File: config.mk
export PLATFORM = sky130hd
export DESIGN_NAME = ppca_merge
export DESIGN_NICKNAME = d
export VERILOG_FILES = /design/src/rtl/core/ppca_pkg.sv /design/src/rtl/core/ppca_merge.sv
export SDC_FILE = /design/constraint.sdc
export NUM_CORES = 1
export LEC_CHECK = 0
export BUFFER_PORTS_ARGS = -buffer_cell sky130_fd_sc_hd__buf_2
export CAP_MARGIN = 20
export CELL_PAD_IN_SITES_DETAIL_PLACEMENT = 0
export CELL_PAD_IN_SITES_GLOBAL_PLACEMENT = 1
export CORE_MARGIN = 1.5
export CORE_UTILIZATION = 16
export CTS_BUF_LIST = sky130_fd_sc_hd__clkbuf_8
export DETAILED_ROUTE_END_ITERATION = 12
export PLACE_DENSITY = 0.91
export SETUP_SLACK_MARGIN = 0.02
export SLEW_MARGIN = 20
export SYNTH_ARGS = -nofsm -noshare
export SYNTH_HDL_FRONTEND = slang
export SYNTH_SLANG_ARGS = --single-unit
File: constraint.sdc
create_clock -name clk -period 0.8 [get_ports clk]
set_input_delay 0.04 -clock clk [delete_from_list [all_inputs] [get_ports clk]]
set_output_delay 0.04 -clock clk [all_outputs]
set_load 0.01 [all_outputs]
File: src/rtl/core/ppca_pkg.sv
// ppca_pkg: shared types and constants for the packed pixel channel alu
// no dependencies
`default_nettype none
package ppca_pkg;
  localparam int WORD_BITS = 32;
  localparam int MAX_LANES = 4;
  localparam int LANE_IDX_BITS = (MAX_LANES > 1) ? $clog2(MAX_LANES) : 1;
  localparam int DIV_STAGES = WORD_BITS;

  typedef enum logic [2:0] {
    CMD_ADD  = 3'd0,
    CMD_SUB  = 3'd1,
    CMD_MUL  = 3'd2,
    CMD_DIV  = 3'd3,
    CMD_INV  = 3'd4,
    CMD_NORM = 3'd5
  } cmd_t;

  localparam logic [0:0] REG_CHANNEL_COUNT = 1'd0;
  localparam logic [0:0] REG_CHANNEL_BITS  = 1'd1;

  typedef struct packed {
    logic [2:0]  cmd;
    logic [31:0] operand_a;
    logic [31:0] operand_b;
  } in_word_t;

  typedef struct packed {
    logic [31:0] result_word;
    logic        div_zero;
  } out_word_t;

  // per-lane context that travels along the pipeline
  typedef struct packed {
    logic             live;
    logic [2:0]       cmd;
    logic [WORD_BITS-1:0] lmask;
    logic [5:0]       off;
  } lane_ctl_t;
endpackage
`default_nettype wire

File: src/rtl/core/ppca_merge.sv
// ppca_merge: ors lane words together and registers the final result
// depends on ppca_pkg
`default_nettype none
module ppca_merge import ppca_pkg::*; (
  input  wire logic                 clk,
  input  wire logic                 rst,
  input  wire logic                 in_valid,
  input  wire logic [WORD_BITS-1:0] lane_r  [MAX_LANES],
  input  wire logic                 lane_dz [MAX_LANES],
  output logic                      done,
  output out_word_t                 res
);
  logic [WORD_BITS-1:0] acc;
  logic                 flag;
  always_comb begin
    acc  = '0;
    flag = 1'b0;
    for (int i = 0; i < MAX_LANES; i++) begin
      acc  = acc | lane_r[i];
      flag = flag | lane_dz[i];
    end
  end
  always_ff @(posedge clk) begin
    if (rst) begin
      done <= 1'b0;
    end else begin
      done <= in_valid;
    end
    res.result_word <= acc;
    res.div_zero    <= flag;
  end
endmodule
`default_nettype wire

Word level (Yosys, flattened, before mapping)
Cells that the tools add are included.
Storage, ports and cells
  bits in registers: 34
  input bits: 135
  output and inout bits: 34
  logic and storage cells: 9
Operators by class
  bitwise logic cells: 6
Operators with widths (number)
  $or A32 B32 Y32: 3
  $or A1 B1 Y1: 3

Depth between registers and ports, before layout
Gate-level depths: netlist (run 1).
  depth in word-level cells: 3
  mapped depth: 1
  mapped depth without buffers: 1

Least setup slack after synthesis (run 1)
Ideal clock, no wire load.
  path kind: input -> register
  from: input port lane_dz[2] (netlist name)
  to: register res[0] (netlist name)
  setup time: 0.134 ns
  arrival time: 0.531 ns
  data required time: 0.666 ns
  slack: 0.135 ns
  cell stages on the path: 1
  buffers on the path: 0
  cells stage by stage: or4_1
Between the ends
  cells in the longest elaborated chain, start to end: 3
Ends and longest elaborated chain
  from (decl): RTL line ppca_merge.sv:9  | input wire logic lane_dz [MAX_LANES],
  $or A1 B1 Y1 (3 in series): RTL line ppca_merge.sv:20  | flag = flag | lane_dz[i];
  to (decl): RTL line ppca_merge.sv:11  | output out_word_t res
No other way between the ends.
A chain may end at the register's enable or synchronous reset.

Worst setup path in the final report (run 1)
  from: register res[23] (netlist name)
  to: output port res[23] (netlist name)
No word-level cell between the ends.

==> Implementation_results.wiki, run 1 <==
{| class="wikitable"
! Metric !! Value
|-
| Result of the run || finished with violations
|-
| Total global-route track usage || 10.4%
|-
| Layout fillers || between 500 and 600
|-
| Vias per std cell || just under 4
|-
| CP max-delay cell || sky130_fd_sc_hd__dfxtp_2
|-
| Total placed cells including tap cells || 308
|-
| Clock transition at the registers of the reported paths || 60 ps
|-
| Total number of vias || 1255
|-
| Portion of synthesized cell area occupied by the leading cell type || between 70 and 80%
|-
| Final GP Congestion || 0.718
|-
| Clk sink count || 34
|-
| Sequential fraction of design power || ~54%
|-
| Total setup violations reported at the end of the flow || 0
|-
| Min cycle time layout || 744 ps
|-
| Final design utilization || 36.9%
|-
| Number of violations of the max-capacitance limit || 0
|-
| Worst Path Max Fanout || 1
|-
| Stage delay of the slowest cell on the critical path || ~320 ps
|-
| Routed WL || 3320 µm
|-
| Final Power || 3.28 mW
|-
| Core Area || 0.00557 mm²
|-
| Count of port buffers added during placement || 168
|-
| Most common cell after layout, fill and taps aside || sky130_fd_sc_hd__buf_2
|-
| Hold Buf Count CTS || 2
|-
| Maximum buffer depth of the clock tree || 2
|-
| Final count of pins violating max slew || 0
|-
| Cell at the root of the clock tree || sky130_fd_sc_hd__clkbuf_8
|-
| Family of cells with the greatest summed delay on the critical path || flip-flops
|-
| Commonest cells after routing, fill and taps aside || sky130_fd_sc_hd__buf_2 (155), sky130_fd_sc_hd__or4_1 (33), sky130_fd_sc_hd__dfxtp_1 (21), sky130_fd_sc_hd__buf_6 (13), sky130_fd_sc_hd__dfxtp_2 (13)
|-
| Bufs and invs on worst path || 1
|-
| Endpoint required time on the critical path || ~760 ps
|-
| Total congestion overflow || 0
|-
| Total internal power || 2.62 mW
|-
| DRC violations left || 0
|-
| Post-detailed-route wirelength per cell || 10.5 µm
|-
| Max-slew headroom || 93.1%
|-
| Combinational power share || about an eighth
|-
| Synth cell types || 3
|-
| Sequential element share of the synthesized area || 72.8%
|-
| Number of detailed-routing iterations run before antenna repair || 2
|-
| Maximum number of pins on one net before global-route repair || 10
|-
| Area growth from synthesis to layout || 120%
|-
| Initial Util || 16.8%
|-
| Violations in the final reports || hold timing
|-
| Post-CTS Setup Bufs || 0
|-
| Netlist Area Pre-Place || a little over 900 µm²
|-
| Chip height || roughly 79 µm
|-
| HPWL after DPL || 3060 µm
|-
| Iteration-0 DRC count of the detailed router || 31
|-
| TritonCTS clock tree || yes
|-
| Final non-filler cell total || 317
|-
| Worst path arrival time || roughly 700 ps
|-
| Hold Vio Cnt, Final || 33
|-
| Net load switching power || 0.665 mW
|-
| Fraction of power spent switching nets || 20.3%
|-
| Maximum clock rate || 1340 MHz
|-
| Post-synthesis register bit count || 34
|-
| Power density over the cells || roughly 1600 mW/mm²
|-
| Static power due to leakage || 1.02 nW
|-
| Number of global-route vias before repair || ~1200
|-
| Die area || 0.00631 mm²
|-
| Sequential standard cell area || 697 µm²
|-
| Kind of start point of the critical path || flop
|-
| Library cell occupying the most area in the post-synthesis netlist || sky130_fd_sc_hd__dfxtp_1
|-
| Average cell area after synthesis || approximately 14 µm²
|-
| First-pass GRT wire length || 4890 µm
|-
| Initial antenna violation count || 0
|-
| H-tree levels || 2
|-
| Diode count || 0
|-
| Critical path endpoint category || output pin
|-
| RSZ-0062 raised after global routing || true
|-
| Clock share of power || 33.6%
|-
| Crit Path Class || reg -> out
|-
| Post-synthesis cell count || a little under 70
|-
| Period Utilization, post-route || 93.0%
|-
| Number of antenna-violating nets in the routed design || 0
|-
| Number of ports placed on the die boundary || 169
|-
| Series of cell instances along the critical path || buf_6
|-
| TritonCTS Buffers || 5
|-
| Measured slew at the worst slew-check pin || 103 ps
|-
| Die width || 79.4 µm
|-
| Worst hold-check slack || -56.8 ps
|-
| Share of post-route cells with drive strength above 1 || 75.9%
|-
| HP Class || in -> reg
|-
| Multi-input gate area || 254 µm²
|-
| Synthesized Nets || 203
|-
| Cell Rows || 27
|-
| NumNets Final || 380
|-
| Largest voltage drop on the vdd net || 0.543 mV
|-
| Largest cells by area after synthesis || sky130_fd_sc_hd__dfxtp_1 (73%), sky130_fd_sc_hd__or4_1 (27%), sky130_fd_sc_hd__nor2b_1 (0.67%)
|-
| Synth warnings || 0
|}
[cell usage after synthesis]
master,count
sky130_fd_sc_hd__dfxtp_1,34
sky130_fd_sc_hd__or4_1,33
sky130_fd_sc_hd__nor2b_1,1
[per-stage QoR]
step,TNS (ps),cell area (µm²),setup slack [ps]
after floorplan,0,935,135
after global placement,-58.7,1870,-43.4
after detailed placement,-66.3,1870,-33.2
after CTS,0,1970,19.7
after global routing,0,2060,8.64
final,0,2060,55.8
[timing repair]
| item | in CTS | in global routing |
|---|---|---|
| resized for setup | 4 | 24 |
| pin swaps | 0 | 0 |
| gates cloned | 0 | 0 |
| endpoints found under the setup margin | 4 | 20 |
| endpoints found under the hold margin | 34 | 33 |
[path summary, 6_finish.rpt]
| path | startpoint | to | slack, ps | cells past startpoint |
|---|---|---|---|---|
| setup / recovery | res[23] | res[23] | 60 | 1 |
| hold / removal | lane_r[11] | res[12] | -60 | 2 |
[power groups by stage]
stage	logic, mW	clock network (mW)	registers, mW
2_1_floorplan	0.0302	0	1.81
4_1_cts	0.413	1.19	1.75
5_1_grt	0.467	1.27	1.76
6_report	0.423	1.10	1.76
3_3_place_gp	0.393	0	1.79
3_5_place_dp	0.405	0	1.79
[registers in the layout, summed over array words and instances (netlist names)]
name / cells
res: 33
done: 1
[cells by family after synthesis]
group,Yosys count,synth area share [%]
and+or+nand+nor,34,27.2
DFF,34,72.8
[area by class of cell]
| type | count | share of cell area [%] |
|---|---|---|
| clock buffer | 5 | 3.34 |
| clock inverter | 2 | 0.365 |
| multi-input combinational | 34 | 12.3 |
| sequential | 34 | 33.8 |
| tap | 72 | 4.37 |
| timing repair buffer | 170 | 45.7 |
[layer usage]
layer | vias to the layer above | GRT usage (%) | share of wire (%)
met2 | 83 | 18.6 | 54
met4 | 0 | 6.14 | 1.4
met5 | - | 0 | 0
met3 | 5 | 3.43 | 9.9
met1 | 545 | 10.5 | 35
li1 | 622 | - | -
(Power assumes the default switching activity.)
==> inputs of run 2 (changes only) <==
--- a/config.mk
+++ b/config.mk
@@ -10,10 +10,10 @@
 export CELL_PAD_IN_SITES_DETAIL_PLACEMENT = 0
 export CELL_PAD_IN_SITES_GLOBAL_PLACEMENT = 1
 export CORE_MARGIN = 1.5
-export CORE_UTILIZATION = 16
+export CORE_UTILIZATION = 17
 export CTS_BUF_LIST = sky130_fd_sc_hd__clkbuf_8
 export DETAILED_ROUTE_END_ITERATION = 12
-export PLACE_DENSITY = 0.91
+export PLACE_DENSITY = 0.95
 export SETUP_SLACK_MARGIN = 0.02
 export SLEW_MARGIN = 20
 export SYNTH_ARGS = -nofsm -noshare
==> constraint.sdc (replaced) <==
create_clock -name clk -period 0.9 [get_ports clk]
set_input_delay 0.045 -clock clk [delete_from_list [all_inputs] [get_ports clk]]
set_output_delay 0.045 -clock clk [all_outputs]
set_load 0.01 [all_outputs]
==> Implementation_results.wiki, run 2 (synthesis results as in run 1) <==
{| class="wikitable"
! Metric !! Value
|-
| RSZ-0062 raised after global routing || false (was true)
|-
| Setup_tns || 0 ps (unchanged)
|-
| TritonCTS Buffers || 5 (unchanged)
|-
| Crit Path Class || reg -> out (unchanged)
|-
| Series of cell instances along the critical path || buf_2 (was buf_6)
|-
| Final design utilization || 37.6% (was 36.9%)
|-
| Hold Vio Cnt, Final || 33 (unchanged)
|-
| Routed WL || 3190 µm (was 3320 µm)
|-
| Commonest cells after routing, fill and taps aside || sky130_fd_sc_hd__buf_2 (168), sky130_fd_sc_hd__dfxtp_1 (34), sky130_fd_sc_hd__or4_1 (33), sky130_fd_sc_hd__clkbuf_8 (5) (was sky130_fd_sc_hd__buf_2 (155), sky130_fd_sc_hd__or4_1 (33), sky130_fd_sc_hd__dfxtp_1 (21), sky130_fd_sc_hd__buf_6 (13), sky130_fd_sc_hd__dfxtp_2 (13))
|-
| Flip-flop count of the largest register, all copies and words added || 33 (unchanged)
|-
| Worst Path Max Fanout || 1 (unchanged)
|-
| Number of violations of the max-capacitance limit || 0 (unchanged)
|-
| Die width || 77.1 µm (was 79.4 µm)
|-
| Maximum clock rate || 1270 MHz
|-
| Static power due to leakage || 0.977 nW (was 1.02 nW)
|-
| Violations in the final reports || hold timing (unchanged)
|-
| Vias per std cell || 3.92 (was 3.96)
|-
| Number of global-route vias before repair || 1082 (was 1163)
|-
| Cell at the root of the clock tree || sky130_fd_sc_hd__clkbuf_8 (unchanged)
|-
| Worst path arrival time || 740 ps (was 700 ps)
|-
| Stage delay of the slowest cell on the critical path || 330 ps (was 320 ps)
|-
| HPWL after DPL || 2860 µm (was 3060 µm)
|-
| Measured slew at the worst slew-check pin || 95.0 ps (was 103 ps)
|-
| Post-detailed-route wirelength per cell || 10.1 µm (was 10.5 µm)
|-
| Kind of start point of the critical path || flop (unchanged)
|-
| Total number of vias || 1235 (was 1255)
|-
| Number of detailed-routing iterations run before antenna repair || 2 (unchanged)
|-
| Die area || 0.00595 mm² (was 0.00631 mm²)
|-
| Core Area || 0.00520 mm² (was 0.00557 mm²)
|-
| Bufs and invs on worst path || 1 (unchanged)
|-
| Initial Util || 18.0% (was 16.8%)
|-
| NumNets Final || 380 (unchanged)
|-
| Most common cell after layout, fill and taps aside || sky130_fd_sc_hd__buf_2 (unchanged)
|-
| CP max-delay cell || sky130_fd_sc_hd__dfxtp_1 (was sky130_fd_sc_hd__dfxtp_2)
|-
| Initial antenna violation count || 0 (unchanged)
|-
| Biggest register || res (unchanged)
|-
| Diode count || 0 (unchanged)
|-
| Share of post-route cells with drive strength above 1 || 70.6% (was 75.9%)
|-
| Iteration-0 DRC count of the detailed router || 19 (was 31)
|-
| Final GP Congestion || 0.731 (was 0.718)
|-
| Min cycle time layout || 786 ps
|-
| Cell Rows || 26 (was 27)
|-
| First-pass GRT wire length || 4740 µm (was 4890 µm)
|-
| Number of resized instances in the post-cts repair step || 0 (was 4)
|-
| Critical path endpoint category || output pin (unchanged)
|-
| Count of port buffers added during placement || 168 (unchanged)
|-
| Area growth from synthesis to layout || 110% (was 120%)
|-
| Post-CTS Setup Bufs || 0 (unchanged)
|-
| Number of ports placed on the die boundary || 169 (unchanged)
|-
| Regs by FF count || res x33, done x1 (unchanged)
|-
| Family of cells with the greatest summed delay on the critical path || flip-flops (unchanged)
|-
| Total global-route track usage || 10.5% (was 10.4%)
|-
| Total congestion overflow || 0 (unchanged)
|-
| Maximum buffer depth of the clock tree || 2 (unchanged)
|-
| H-tree levels || 2 (unchanged)
|-
| Final count of pins violating max slew || 0 (unchanged)
|-
| Clk sink count || 34 (unchanged)
|-
| Result of the run || finished with violations (unchanged)
|-
| DRC violations left || 0 (unchanged)
|-
| Largest voltage drop on the vdd net || 0.541 mV (was 0.543 mV)
|-
| Period Utilization, post-route || 87.3%
|-
| Clock transition at the registers of the reported paths || 60 ps (about the same)
|-
| Logic depth of the worst setup path including buffers || 1 (unchanged)
|-
| Hold Crit Depth || 2 (unchanged)
|-
| TritonCTS clock tree || yes (unchanged)
|-
| Worst hold-check slack || -55.9 ps (was -56.8 ps)
|-
| HP Class || in -> reg (unchanged)
|-
| Endpoint required time on the critical path || 850 ps (was 760 ps)
|-
| Max-slew headroom || 93.7% (was 93.1%)
|-
| Number of antenna-violating nets in the routed design || 0 (unchanged)
|-
| Total setup violations reported at the end of the flow || 0 (unchanged)
|-
| Power density over the cells || 1480 mW/mm² (was 1590 mW/mm²)
|-
| Hold Buf Count CTS || 2 (unchanged)
|-
| Chip height || 77.1 µm (was 79.4 µm)
|-
| Maximum number of pins on one net before global-route repair || 10 (unchanged)
|}
-- run 2: cell count changes in the layout (fill, tap and decap cells not counted) --
cell	previous run	this run
sky130_fd_sc_hd__dfxtp_2	13	0
sky130_fd_sc_hd__dfxtp_1	21	34
sky130_fd_sc_hd__buf_6	13	0
sky130_fd_sc_hd__buf_2	155	168
-- run 2: area by class of cell --
type                    count  area [µm²]
fillers                   549        3250
repair buffers            170         861
flip-flops and latches     34         681
multi-input cells          34         254
well taps                  70        87.6
clock buffers               5        68.8
clock inverters             2        7.51
-- run 2: where the power goes --
part           switching [mW]  total, mW  internal (mW)  leakage, nW
registers             0.00890       1.56           1.55        0.278
logic                   0.109      0.361          0.251        0.652
clock network           0.475      0.983          0.508       0.0466
total                   0.593       2.90           2.31        0.977
-- run 2: final timing paths --
| path | from | end | slack (ps) |
|---|---|---|---|
| setup / recovery | res[28] | res[28] | 110 |
| hold / removal | lane_r[0] | res[1] | -60 |
-- run 2: stage by stage --
step / setup WS, ps / hold WS (ps) / cell area, µm² / std cells / power (mW)
floorplan: 230 / 117 / 935 / 68 / 1.64
global placement: 102 / 211 / 1860 / 306 / 1.94
detailed placement: 87.8 / 206 / 1860 / 306 / 1.95
CTS: 97.8 / -68.4 / 1960 / 315 / 2.98
global route: 77.5 / -69.1 / 1960 / 315 / 3.08
finish: 114 / -55.9 / 1960 / 315 / 2.90
-- run 2: per-layer routing --
metal	vias up	wire, µm	global-route usage, %
li1	622	-	-
met2	94	1570	18.6
met5	-	0	0
met3	5	383	4.29
met4	0	48	4.36
met1	514	1180	11.0
